File: src/design/wris_pkg.sv
`default_nettype none

package wris_pkg;

    localparam int ENTRIES      = 64;
    localparam int IDX_BITS     = 6;
    localparam int CNT_BITS     = 7;
    localparam int WEIGHT_BITS  = 8;
    localparam int RANDOM_BITS  = 16;
    localparam int TOTAL_BITS   = 14;
    localparam int FUNC_BITS    = 2;
    localparam int CFG_IDX_BITS = 2;

    localparam logic [CFG_IDX_BITS-1:0] CFG_MIN_WEIGHT     = 2'd0;
    localparam logic [CFG_IDX_BITS-1:0] CFG_MAX_WEIGHT     = 2'd1;
    localparam logic [CFG_IDX_BITS-1:0] CFG_ENTRIES_IN_USE = 2'd2;

    typedef enum logic [FUNC_BITS-1:0] {
        FUNC_WRITE = 2'd0,
        FUNC_DRAW  = 2'd1,
        FUNC_TEST  = 2'd2
    } func_t;

    typedef enum logic [2:0] {
        ST_IDLE,
        ST_RD_WR,
        ST_RD_TEST,
        ST_WRITE,
        ST_TEST,
        ST_SUM,
        ST_MUL,
        ST_SCAN
    } state_t;

    localparam state_t ST_LAST = ST_SCAN;

    typedef struct packed {
        logic load_item;
        logic rd_slot;
        logic write_entry;
        logic test;
        logic step;
        logic mul;
        logic take_index;
        logic take_last;
        logic load_out;
    } cmd_t;

    typedef struct packed {
        logic scan_done;
        logic scan_hit;
        logic total_zero;
        logic full_range;
        logic out_free;
    } status_t;

endpackage

`default_nettype wire

File: src/design/weighted_random_index_selector.sv
`default_nettype none

// Weighted random index selector: a 64-entry table of 8-bit weights, cleared at reset, serving
// one item at a time. Func 0 writes a weight clamped to [min_weight, max_weight]; func 1 draws
// the first index whose running sum exceeds (total * random_fraction) >> 16, 0 when the total
// is zero; func 2 reports hit when random_fraction * (max - min) < weight << 16. Writes and
// tests read the slot, then finish and register the result. A draw reads the table once per
// cycle through its single read port: with all 64 entries in use it scans up to the chosen
// index k, using the running table total; with fewer entries n in use a summing pass over
// the n entries comes first. Function code 3 returns zeros. A result still waiting in the
// output register holds the next item in its last cycle. Configuration writes take effect
// at once and must be made while no item is in progress.
module weighted_random_index_selector import wris_pkg::*; (
    input  logic                    aclk,
    input  logic                    aresetn,
    input  logic                    cfg_wr_en,
    input  logic [CFG_IDX_BITS-1:0] cfg_wr_index,
    input  logic [WEIGHT_BITS-1:0]  cfg_wr_data,
    input  logic                    s_valid,
    output logic                    s_ready,
    input  logic [FUNC_BITS-1:0]    s_func,
    input  logic [IDX_BITS-1:0]     s_slot,
    input  logic [WEIGHT_BITS-1:0]  s_weight,
    input  logic [RANDOM_BITS-1:0]  s_random_fraction,
    output logic                    m_valid,
    input  logic                    m_ready,
    output logic [IDX_BITS-1:0]     m_chosen_index,
    output logic                    m_hit
);

    cmd_t    cmd;
    status_t status;

    wris_ctrl u_ctrl (
        .aclk    (aclk),
        .aresetn (aresetn),
        .s_valid (s_valid),
        .s_ready (s_ready),
        .s_func  (s_func),
        .status  (status),
        .cmd     (cmd)
    );

    wris_dp u_dp (
        .aclk              (aclk),
        .aresetn           (aresetn),
        .cfg_wr_en         (cfg_wr_en),
        .cfg_wr_index      (cfg_wr_index),
        .cfg_wr_data       (cfg_wr_data),
        .s_slot            (s_slot),
        .s_weight          (s_weight),
        .s_random_fraction (s_random_fraction),
        .cmd               (cmd),
        .status            (status),
        .m_ready           (m_ready),
        .m_valid           (m_valid),
        .m_chosen_index    (m_chosen_index),
        .m_hit             (m_hit)
    );

endmodule

`default_nettype wire

File: src/design/wris_ctrl.sv
`default_nettype none

module wris_ctrl import wris_pkg::*; (
    input  logic                 aclk,
    input  logic                 aresetn,
    input  logic                 s_valid,
    output logic                 s_ready,
    input  logic [FUNC_BITS-1:0] s_func,
    input  status_t              status,
    output cmd_t                 cmd
);

    state_t state_reg;
    state_t state_next;
    logic   finish_now;

    always_ff @(posedge aclk) begin
        if (!aresetn) begin
            state_reg <= ST_IDLE;
        end else begin
            state_reg <= state_next;
        end
    end

    // the final state of each operation hands its result over once the output is free
    always_comb begin
        finish_now = 1'b0;
        case (state_reg)
            ST_WRITE, ST_TEST: begin
                finish_now = status.out_free;
            end
            ST_MUL: begin
                finish_now = status.total_zero && status.out_free;
            end
            ST_SCAN: begin
                finish_now = (status.scan_hit || status.scan_done) && status.out_free;
            end
            default: begin
                finish_now = 1'b0;
            end
        endcase
    end

    always_comb begin
        state_next = state_reg;
        case (state_reg)
            ST_IDLE: begin
                if (s_valid) begin
                    case (s_func)
                        FUNC_WRITE: state_next = ST_RD_WR;
                        FUNC_TEST:  state_next = ST_RD_TEST;
                        FUNC_DRAW:  state_next = status.full_range ? ST_MUL : ST_SUM;
                        default:    state_next = ST_WRITE;
                    endcase
                end
            end
            ST_RD_WR: begin
                state_next = ST_WRITE;
            end
            ST_RD_TEST: begin
                state_next = ST_TEST;
            end
            ST_SUM: begin
                if (status.scan_done) begin
                    state_next = ST_MUL;
                end
            end
            ST_MUL: begin
                if (!status.total_zero) begin
                    state_next = ST_SCAN;
                end else if (finish_now) begin
                    state_next = ST_IDLE;
                end
            end
            ST_WRITE, ST_TEST, ST_SCAN: begin
                if (finish_now) begin
                    state_next = ST_IDLE;
                end
            end
            default: begin
                state_next = ST_IDLE;
            end
        endcase
    end

    // unused function code goes through ST_WRITE with writes suppressed
    logic item_is_write_reg;

    always_ff @(posedge aclk) begin
        if (!aresetn) begin
            item_is_write_reg <= 1'b0;
        end else if (s_valid && s_ready) begin
            item_is_write_reg <= (s_func == FUNC_WRITE);
        end
    end

    always_comb begin
        cmd     = '0;
        s_ready = 1'b0;
        case (state_reg)
            ST_IDLE: begin
                s_ready       = 1'b1;
                cmd.load_item = s_valid;
            end
            ST_RD_WR, ST_RD_TEST: begin
                cmd.rd_slot = 1'b1;
            end
            ST_WRITE: begin
                cmd.write_entry = finish_now && item_is_write_reg;
                cmd.load_out    = finish_now;
            end
            ST_TEST: begin
                cmd.test     = finish_now;
                cmd.load_out = finish_now;
            end
            ST_SUM: begin
                cmd.step = !status.scan_done;
            end
            ST_MUL: begin
                cmd.mul      = !status.total_zero;
                cmd.load_out = finish_now;
            end
            ST_SCAN: begin
                cmd.take_index = finish_now && status.scan_hit;
                cmd.take_last  = finish_now && !status.scan_hit;
                cmd.load_out   = finish_now;
                cmd.step       = !status.scan_hit && !status.scan_done;
            end
            default: begin
                cmd = '0;
            end
        endcase
    end

    a_accept_leaves_idle: assert property (@(posedge aclk) disable iff (!aresetn)
        (s_valid && s_ready) |=> (state_reg != ST_IDLE))
        else $error("accepted item left controller idle");

    a_single_action: assert property (@(posedge aclk) disable iff (!aresetn)
        $onehot0({cmd.write_entry, cmd.mul, cmd.take_index, cmd.take_last, cmd.step}))
        else $error("conflicting datapath commands");

    a_result_once: assert property (@(posedge aclk) disable iff (!aresetn)
        cmd.load_out |=> (state_reg == ST_IDLE))
        else $error("result handed over without returning idle");

endmodule

`default_nettype wire

File: src/design/wris_dp.sv
`default_nettype none

module wris_dp import wris_pkg::*; (
    input  logic                    aclk,
    input  logic                    aresetn,
    input  logic                    cfg_wr_en,
    input  logic [CFG_IDX_BITS-1:0] cfg_wr_index,
    input  logic [WEIGHT_BITS-1:0]  cfg_wr_data,
    input  logic [IDX_BITS-1:0]     s_slot,
    input  logic [WEIGHT_BITS-1:0]  s_weight,
    input  logic [RANDOM_BITS-1:0]  s_random_fraction,
    input  cmd_t                    cmd,
    output status_t                 status,
    input  logic                    m_ready,
    output logic                    m_valid,
    output logic [IDX_BITS-1:0]     m_chosen_index,
    output logic                    m_hit
);

    localparam int PROD_BITS  = TOTAL_BITS + RANDOM_BITS;
    localparam int RANGE_BITS = WEIGHT_BITS + 1;
    localparam int CMP_BITS   = RANDOM_BITS + 1 + RANGE_BITS;

    logic [IDX_BITS-1:0]    slot_reg;
    logic [WEIGHT_BITS-1:0] weight_reg;
    logic [RANDOM_BITS-1:0] rand_reg;

    logic [WEIGHT_BITS-1:0] min_reg;
    logic [WEIGHT_BITS-1:0] max_reg;
    logic [CNT_BITS-1:0]    n_reg;
    logic [CNT_BITS-1:0]    n_wr;

    logic [WEIGHT_BITS-1:0] mem [ENTRIES];
    logic [ENTRIES-1:0]     valid_reg;
    logic [WEIGHT_BITS-1:0] rd_data_reg;
    logic                   rd_valid_reg;
    logic [IDX_BITS-1:0]    rd_addr;
    logic                   rd_en;
    logic [WEIGHT_BITS-1:0] rd_val;

    logic [TOTAL_BITS-1:0]  total_reg;
    logic [TOTAL_BITS-1:0]  acc_reg;
    logic [TOTAL_BITS-1:0]  dec_reg;
    logic [CNT_BITS-1:0]    cnt_reg;
    logic                   pend_reg;

    logic [IDX_BITS-1:0]    res_index_reg;
    logic                   res_hit_reg;
    logic                   m_valid_reg;
    logic [IDX_BITS-1:0]    out_index_reg;
    logic                   out_hit_reg;

    logic [WEIGHT_BITS-1:0]      w_clamped;
    logic [TOTAL_BITS-1:0]       total_src;
    logic [PROD_BITS-1:0]        prod;
    logic [TOTAL_BITS-1:0]       run_sum;
    logic                        scan_issue;
    logic [CNT_BITS-1:0]         cnt_prev;
    logic [CNT_BITS-1:0]         n_prev;
    logic signed [RANGE_BITS-1:0] range_s;
    logic signed [CMP_BITS-1:0]  lhs;
    logic signed [CMP_BITS-1:0]  rhs;
    logic                        hit_calc;

    // configuration
    always_comb begin
        n_wr = cfg_wr_data[CNT_BITS-1:0];
        if (n_wr == '0) begin
            n_wr = CNT_BITS'(1);
        end else if (n_wr > CNT_BITS'(ENTRIES)) begin
            n_wr = CNT_BITS'(ENTRIES);
        end
    end

    always_ff @(posedge aclk) begin
        if (!aresetn) begin
            min_reg <= '0;
            max_reg <= '1;
            n_reg   <= CNT_BITS'(ENTRIES);
        end else if (cfg_wr_en) begin
            case (cfg_wr_index)
                CFG_MIN_WEIGHT:     min_reg <= cfg_wr_data;
                CFG_MAX_WEIGHT:     max_reg <= cfg_wr_data;
                CFG_ENTRIES_IN_USE: n_reg   <= n_wr;
                default:            ;
            endcase
        end
    end

    // item capture
    always_ff @(posedge aclk) begin
        if (cmd.load_item) begin
            slot_reg   <= s_slot;
            weight_reg <= s_weight;
            rand_reg   <= s_random_fraction;
        end
    end

    // weight table, entries without a valid bit read as zero
    assign rd_addr = cmd.rd_slot ? slot_reg : cnt_reg[IDX_BITS-1:0];
    assign rd_en   = cmd.rd_slot || cmd.step;
    assign rd_val  = rd_valid_reg ? rd_data_reg : '0;

    always_comb begin
        if (weight_reg < min_reg) begin
            w_clamped = min_reg;
        end else if (weight_reg > max_reg) begin
            w_clamped = max_reg;
        end else begin
            w_clamped = weight_reg;
        end
    end

    always_ff @(posedge aclk) begin
        if (cmd.write_entry) begin
            mem[slot_reg] <= w_clamped;
        end
        if (rd_en) begin
            rd_data_reg <= mem[rd_addr];
        end
    end

    always_ff @(posedge aclk) begin
        if (!aresetn) begin
            valid_reg    <= '0;
            rd_valid_reg <= 1'b0;
            total_reg    <= '0;
        end else begin
            if (rd_en) begin
                rd_valid_reg <= valid_reg[rd_addr];
            end
            if (cmd.write_entry) begin
                valid_reg[slot_reg] <= 1'b1;
                total_reg <= total_reg - TOTAL_BITS'(rd_val) + TOTAL_BITS'(w_clamped);
            end
        end
    end

    // sum and prefix scan
    assign scan_issue = (cnt_reg < n_reg);
    assign run_sum    = acc_reg + TOTAL_BITS'(rd_val);
    assign total_src  = status.full_range ? total_reg : acc_reg;
    assign prod       = PROD_BITS'(total_src) * PROD_BITS'(rand_reg);
    assign cnt_prev   = cnt_reg - 1'b1;
    assign n_prev     = n_reg - 1'b1;

    always_ff @(posedge aclk) begin
        if (!aresetn) begin
            cnt_reg  <= '0;
            pend_reg <= 1'b0;
            acc_reg  <= '0;
        end else if (cmd.load_item || cmd.mul) begin
            cnt_reg  <= '0;
            pend_reg <= 1'b0;
            acc_reg  <= '0;
        end else if (cmd.step) begin
            pend_reg <= scan_issue;
            if (scan_issue) begin
                cnt_reg <= cnt_reg + 1'b1;
            end
            if (pend_reg) begin
                acc_reg <= run_sum;
            end
        end
    end

    always_ff @(posedge aclk) begin
        if (cmd.mul) begin
            dec_reg <= prod[PROD_BITS-1:RANDOM_BITS];
        end
    end

    // bernoulli compare
    assign range_s  = $signed({1'b0, max_reg}) - $signed({1'b0, min_reg});
    assign lhs      = $signed({1'b0, rand_reg}) * range_s;
    assign rhs      = $signed(CMP_BITS'({rd_val, {RANDOM_BITS{1'b0}}}));
    assign hit_calc = (lhs < rhs);

    // results
    always_ff @(posedge aclk) begin
        if (cmd.load_item) begin
            res_index_reg <= '0;
            res_hit_reg   <= 1'b0;
        end else begin
            if (cmd.test) begin
                res_hit_reg <= hit_calc;
            end
            if (cmd.take_index) begin
                res_index_reg <= cnt_prev[IDX_BITS-1:0];
            end else if (cmd.take_last) begin
                res_index_reg <= n_prev[IDX_BITS-1:0];
            end
        end
    end

    // output register
    always_ff @(posedge aclk) begin
        if (!aresetn) begin
            m_valid_reg <= 1'b0;
        end else if (cmd.load_out) begin
            m_valid_reg <= 1'b1;
        end else if (m_ready) begin
            m_valid_reg <= 1'b0;
        end
    end

    // results taken straight from the compare and scan in the finishing cycle
    always_ff @(posedge aclk) begin
        if (cmd.load_out) begin
            if (cmd.take_index) begin
                out_index_reg <= cnt_prev[IDX_BITS-1:0];
            end else if (cmd.take_last) begin
                out_index_reg <= n_prev[IDX_BITS-1:0];
            end else begin
                out_index_reg <= res_index_reg;
            end
            out_hit_reg <= cmd.test ? hit_calc : res_hit_reg;
        end
    end

    assign m_valid        = m_valid_reg;
    assign m_chosen_index = out_index_reg;
    assign m_hit          = out_hit_reg;

    assign status.scan_done  = !pend_reg && (cnt_reg == n_reg);
    assign status.scan_hit   = pend_reg && (run_sum > dec_reg);
    assign status.total_zero = (total_src == '0);
    assign status.full_range = (n_reg == CNT_BITS'(ENTRIES));
    assign status.out_free   = !m_valid_reg || m_ready;

    a_hit_on_fresh_data: assert property (@(posedge aclk) disable iff (!aresetn)
        cmd.take_index |-> pend_reg)
        else $error("scan hit without a pending table read");

    a_write_needs_free_output: assert property (@(posedge aclk) disable iff (!aresetn)
        cmd.load_out |-> status.out_free)
        else $error("output overwritten before it was taken");

    a_scan_within_range: assert property (@(posedge aclk) disable iff (!aresetn)
        cmd.step |-> (cnt_reg <= n_reg))
        else $error("scan ran past the entries in use");

endmodule

`default_nettype wire
File: config.mk
export PLATFORM = sky130hd
export DESIGN_NAME = weighted_random_index_selector
export DESIGN_NICKNAME = d
export VERILOG_FILES = /design/src/design/wris_pkg.sv /design/src/design/weighted_random_index_selector.sv /design/src/design/wris_ctrl.sv /design/src/design/wris_dp.sv
export SDC_FILE = /design/constraint.sdc
export NUM_CORES = 2
export LEC_CHECK = 0
export BUFFER_PORTS_ARGS = -buffer_cell sky130_fd_sc_hd__buf_4
export CAP_MARGIN = 25
export CORE_ASPECT_RATIO = 2
export CORE_MARGIN = 4
export CORE_UTILIZATION = 39
export DETAILED_ROUTE_END_ITERATION = 16
export PLACE_DENSITY = 0.67
export SETUP_SLACK_MARGIN = 0.05
export SLEW_MARGIN = 20
export SYNTH_ARGS = -nofsm -noshare
export SYNTH_HDL_FRONTEND = slang
export SYNTH_SLANG_ARGS = --single-unit
export TNS_END_PERCENT = 30
File: constraint.sdc
create_clock -name aclk -period 7.1 [get_ports aclk]
set_input_delay 1.42 -clock aclk [delete_from_list [all_inputs] [get_ports aclk]]
set_output_delay 1.42 -clock aclk [all_outputs]
set_load 0.05 [all_outputs]
### Word level (Yosys, flattened, before mapping)

Memories as Yosys holds them, arrays and structs flattened. A register that Yosys moved wholly into a read port is not among the register bits.
Index checks and enable logic that the tools add are counted.

* bits in registers: 187
* RAM bits: 512
* input bits: 47
* memories kept: 1

Memories
* u_dp.mem: words 64, width 8, rd ports 1, clocked after Yosys merged registers in 1, wr ports 1, RTL line wris_dp.sv:33 `logic [WEIGHT_BITS-1:0] mem [ENTRIES];`

* add/subtract/negate cells: 7
* multiply operators: 2
* $lt $le $gt $ge: 9
* eq/ne operators: 15
* muxes and demuxes: 35
* bitwise logic cells: 2
* reductions and logical operators: 36

Operators by type and width (count)
* 64-bit OR: 1
* 14-bit by 16-bit multiplier with 30-bit output: 1
* 14-bit by 8-bit adder with 14-bit output: 2
* 26-bit by 25-bit less-than comparator with 1-bit output: 1
* 17-bit by 9-bit multiplier with 26-bit output: 1
* 8-bit two-way mux: 3
* 6-bit two-way mux: 3
* 3-bit one-hot mux with 6 select lines: 1
* 14-bit greater-than comparator: 1
* 14-bit logical NOT: 1
* 6-bit by 7-bit less-than comparator with 1-bit output, second input constant: 2
* 1-bit two-way mux: 14
* 14-bit two-way mux: 1
* 7-bit two-way mux: 2
* 14-bit by 8-bit subtractor with 14-bit output: 1
* 3-bit == test, second input constant: 4
* 3-bit two-way mux: 4
* 2-bit AND reduction: 6
* 6-bit by 1-bit subtractor with 6-bit output, second input constant: 2
* 1-bit logical AND: 10
* 3-bit one-hot mux with 3 select lines: 1
* 8-bit by 8-bit subtractor with 9-bit output: 1
* 8-bit greater-than comparator: 1
* 8-bit less-than comparator: 1
* other kinds (27): 41

### Longest topological paths before layout

* depth in word-level cells: 11
* gate-level depth with buffers: 38

### By module

From an unflattened synthesis, not the netlist that was laid out.

* cell total of the unflattened synthesis: 3223
* area, all modules: 41621.2 um2

By module, submodules not included
* wris_dp: times used 1, cells an instance 3168, area each 41210.8 um2
* wris_ctrl: times used 1, cells an instance 55, area each 410.4 um2

### Worst setup path before layout

No wires, ideal clock.

* kind: register -> register
* from: reg u_dp.n_reg[0]
* to: reg u_dp.dec_reg[6], data pin
* setup time: 262 ps
* arrival: 7409 ps
* data required time: 6838 ps
* setup slack: -571 ps
* stages on the path, launching flop included: 30
* cell sequence: dfxtp_1 inv_1 ha_1 and3b_1 nand2_1 clkbuf_1 buf_1 nand2_1 o21ai_1 clkbuf_1 nand2_1 fa_1 inv_1 fa_1 fa_1 inv_1 fa_1 inv_1 fa_1 fa_1 ha_1 a21o_1 a21o_1 a2111oi_0 o221ai_1 and2_0 a311o_1 a21oi_1 o21bai_1 xor2_1

* longest elaborated chain between the ends: 3

RTL lines
* start, declared: RTL line wris_dp.sv:30 `logic [CNT_BITS-1:0] n_reg;`
* start signal, assigned: RTL line wris_dp.sv:79 `n_reg <= CNT_BITS'(ENTRIES);`
* start signal, assigned: RTL line wris_dp.sv:84 `CFG_ENTRIES_IN_USE: n_reg <= n_wr;`
* 7-bit == test: RTL line wris_dp.sv:228 `assign status.full_range = (n_reg == CNT_BITS'(ENTRIES));`
* 14-bit two-way mux: RTL line wris_dp.sv:142 `assign total_src = status.full_range ? total_reg : acc_reg;`
* 14-bit by 16-bit multiplier with 30-bit output: RTL line wris_dp.sv:143 `assign prod = PROD_BITS'(total_src) * PROD_BITS'(rand_reg);`
* named net u_dp.prod[22]: RTL line wris_dp.sv:55 `logic [PROD_BITS-1:0] prod;`
* end signal, assigned: RTL line wris_dp.sv:169 `dec_reg <= prod[PROD_BITS-1:RANDOM_BITS];`
* end, declared: RTL line wris_dp.sv:43 `logic [TOTAL_BITS-1:0] dec_reg;`

The timed path passes the listed nets, and every way through them passes these cells.
A chain may end at the register's enable or synchronous reset.

### Worst setup path after layout

* from: reg u_dp.max_reg[0]
* to: reg u_dp.out_hit_reg, in the netlist u_dp.m_hit, data pin

* longest elaborated chain between the ends: 4

RTL lines
* start, declared: RTL line wris_dp.sv:29 `logic [WEIGHT_BITS-1:0] max_reg;`
* start signal, assigned: RTL line wris_dp.sv:83 `CFG_MAX_WEIGHT: max_reg <= cfg_wr_data;`
* 8-bit by 8-bit subtractor with 9-bit output: RTL line wris_dp.sv:174 `assign range_s = $signed({1'b0, max_reg}) - $signed({1'b0, min_reg});`
* 17-bit by 9-bit multiplier with 26-bit output: RTL line wris_dp.sv:175 `assign lhs = $signed({1'b0, rand_reg}) * range_s;`
* 26-bit by 25-bit less-than comparator with 1-bit output: RTL line wris_dp.sv:177 `assign hit_calc = (lhs < rhs);`
* 1-bit two-way mux: RTL line wris_dp.sv:217 `out_hit_reg <= cmd.test ? hit_calc : res_hit_reg;`
* end signal, assigned: RTL line wris_dp.sv:217
* end, declared: RTL line wris_dp.sv:51 `logic out_hit_reg;`

Every way passes these cells.

==> run summary <==
Area grow syn2layout: 14.72%
Setup slack after layout: -0.1109 ns
Clk buf depth: 3
Syn nets: 3960
Commonest non-fill, non-tap cell in the layout: edfxtp_1
Final Critical Period: 7.211 ns
Clock skew: 0.03499 ns
Post-synthesis cell count: 3408
Nets@finish: 4147
Worst Tran Pin Value: 1.063 ns
Routed len/inst: 22.36 µm
Pre-CTS setup slack: -0.2559 ns
Initial DRC Count: 1662
Final Cycle Share: 1.016
Clk root buf: clkbuf_16
Worst Reg2Reg Path Length in Cells: 38
CTS buffer count: 67
CP Launch Type: flop
Run status: complete, but fails checks
Post-CTS Hold Fix Bufs: 0
Largest register FFs: 512
Hold Violations, Final: 0
Syn Area/Cell: 12.24 µm²
Worst-path maximum fanout: 3
Global-route wire length before repair: 171300 µm
Ports: 56
Final Max Tran Viols: 0
Failing checks: negative setup slack
Die W: 239.3 µm
Clock latency at the later pin of the worst-skew pair: 0.66 ns
Multi-input logic area: 20340 µm²
DRT antenna net count: 0
Starting Density: 0.3930
Reg clk slew, reported paths: 0.06 ns
Required time of the critical path: 7.62 ns
Detailed Routing Iterations Pass 1: 5
Mapped cell area: 41720 µm²
Pin count of the biggest net entering global routing: 65
Clock sinks: 707
CP arrival: 7.73 ns
Final Non-Filler Cells: 5021
Number of I/O port buffers: 55
Max stage delay on crit path: 0.50 ns
FP Rows: 169
Peak VDD IR: 0.7472 mV
Total GRT Usage: 0.2005
Min-Delay Path Class: reg -> reg
Headroom to the max-slew limit: 0.2888
Crit path kind: reg -> reg
Ys async rst share: 0
DRC viols: 0
RSZ-0062 raised after global routing: true
Die area: 112600 µm²
Final hold slack: 0.4671 ns
Layout cell share with drive strength beyond 1: 0.1827
Filler cells: 9613
Worst setup startpoint: u_dp.max_reg[0]
R2R Path End: u_dp.m_hit
CTS tree: built
# setup viols final: 2
Vias/cell: 5.356
Worst path slowest cell: fa_1
FF+latch area: 19880 µm²
Ys flop type: edfxtp_1
Register area share after synthesis: 0.4762
Total power: 16980 µW
Crit end category: flop
#FFs+latches synth: 707
Internal reg-to-reg setup slack: -0.11 ns
Gpl congestion: 0.9051
Placed cells: 4864
Max frequency: 138.7 MHz
Vias in the first global route: 29181
Die H: 470.5 µm
Most frequent cells in the layout: edfxtp_1, nand2_1, inv_1
Most frequent cell on the critical path: fa_1
H-tree levels: 3
RR Startpoint: u_dp.max_reg[0]
Power per Cell Area: 354.7 nW/µm²
Crit path to: u_dp.m_hit
Netlist cell types: 76
GRT overflow: 0
Max-Cap Viols: 0
Total Routed Length: 112300 µm
Core area: 106100 µm²
Yosys warning count: 0
Final Util: 0.4509
Post-synth EDFFs: 571
Leakage power: 0.01888 µW
Initial antenna violation count: 4
Routed vias: 26891
Detailed Place HPWL: 82930 µm
==> what timing repair did <==
action                     in CTS  in global routing
setup endpoints to repair      14                 14
buffers inserted               13                  9
gates cloned                    0                  0
pin swaps                      25                 51
resized for setup              48                 60
==> worst min-delay path by stage <==
stage | depth (start not counted) | slack [ns] | end | from
after floorplan | 2 | 0.43 | u_dp.valid_reg[16] | u_dp.valid_reg[16]
after global placement | 2 | 0.44 | u_dp.valid_reg[16] | u_dp.valid_reg[16]
after detailed placement | 2 | 0.46 | u_dp.valid_reg[29] | u_dp.valid_reg[29]
final | 2 | 0.47 | u_dp.total_reg[6] | u_dp.total_reg[6]
after CTS | 2 | 0.47 | u_dp.total_reg[6] | u_dp.total_reg[6]
after global routing | 2 | 0.48 | u_dp.total_reg[6] | u_dp.total_reg[6]
==> worst max-delay path, delay by kind of cell, from the launching register on <==
kind            cells  cell delay [ns]
xor+xnor            1             0.09
flops               1             0.32
compound gates     12             1.79
fa+ha+maj           9             3.26
buf+inv             4             0.24
simple gates       12             1.39
==> report_power, final <==
| part | total [µW] | internal (µW) | switching (µW) |
|---|---|---|---|
| logic | 8350 | 3880 | 4470 |
| clock network | 3750 | 2070 | 1680 |
| registers | 4870 | 4760 | 114 |
==> synthesized netlist by cell type, drive strengths merged, types with 21 or more instances <==
cell | instances | area, µm²
dfxtp | 136 | 2723
fa | 272 | 5445
nand2b | 48 | 300.3
buf | 48 | 347.8
a21oi | 96 | 480.5
mux4 | 134 | 3018
nand4 | 21 | 131.4
mux2 | 27 | 304.0
a31oi | 24 | 150.1
nor2 | 311 | 1175
edfxtp | 571 | 17150
nand3 | 69 | 350.3
inv | 342 | 1284
clkbuf | 116 | 436.7
xnor2 | 40 | 357.8
o21ai | 59 | 299.0
xor2 | 24 | 217.7
a21o | 35 | 264.0
nand2 | 393 | 1478
nor2b | 77 | 481.7
and3 | 27 | 168.9
ha | 233 | 2915
mux2i | 33 | 330.3
and2 | 99 | 619.4
==> metal layers <==
layer,up-vias,routed length (µm),GRT usage
met2,852,62690,0.3865
met5,-,13,0
met1,13574,36230,0.1979
met4,2,8191,0.1273
met3,319,5153,0.02555
li1,12144,-,-
==> cells by family after synthesis <==
logic type               count (synthesis)  synth area share
multiplexers                           194           0.08754
buffers and inverters                  507           0.04966
AO/OA/AOI/OAI                          309           0.04712
adder cells (fa/ha/maj)                505            0.2004
AND/OR/NAND/NOR                       1122            0.1252
XOR/XNOR                                64           0.01380
flip-flops                             707            0.4762
==> area by class of cell <==
type / instances / area share
diodes: 3 / 0.0001569
clock buffers: 86 / 0.03804
clock inverters: 38 / 0.009516
inverters: 343 / 0.02693
multi-input cells: 2194 / 0.4249
flip-flops and latches: 707 / 0.4153
well taps: 1368 / 0.03576
repair buffers: 282 / 0.04938
==> stage by stage <==
stage / area, µm² / TNS (ns)
2_1_floorplan: 41910 / 0
3_3_place_gp: 44790 / -0.7882
3_5_place_dp: 44860 / -1.968
4_1_cts: 47480 / -0.3909
5_1_grt: 47860 / -0.9607
6_report: 47860 / -0.1755
Power figures use the tool's default switching activity.
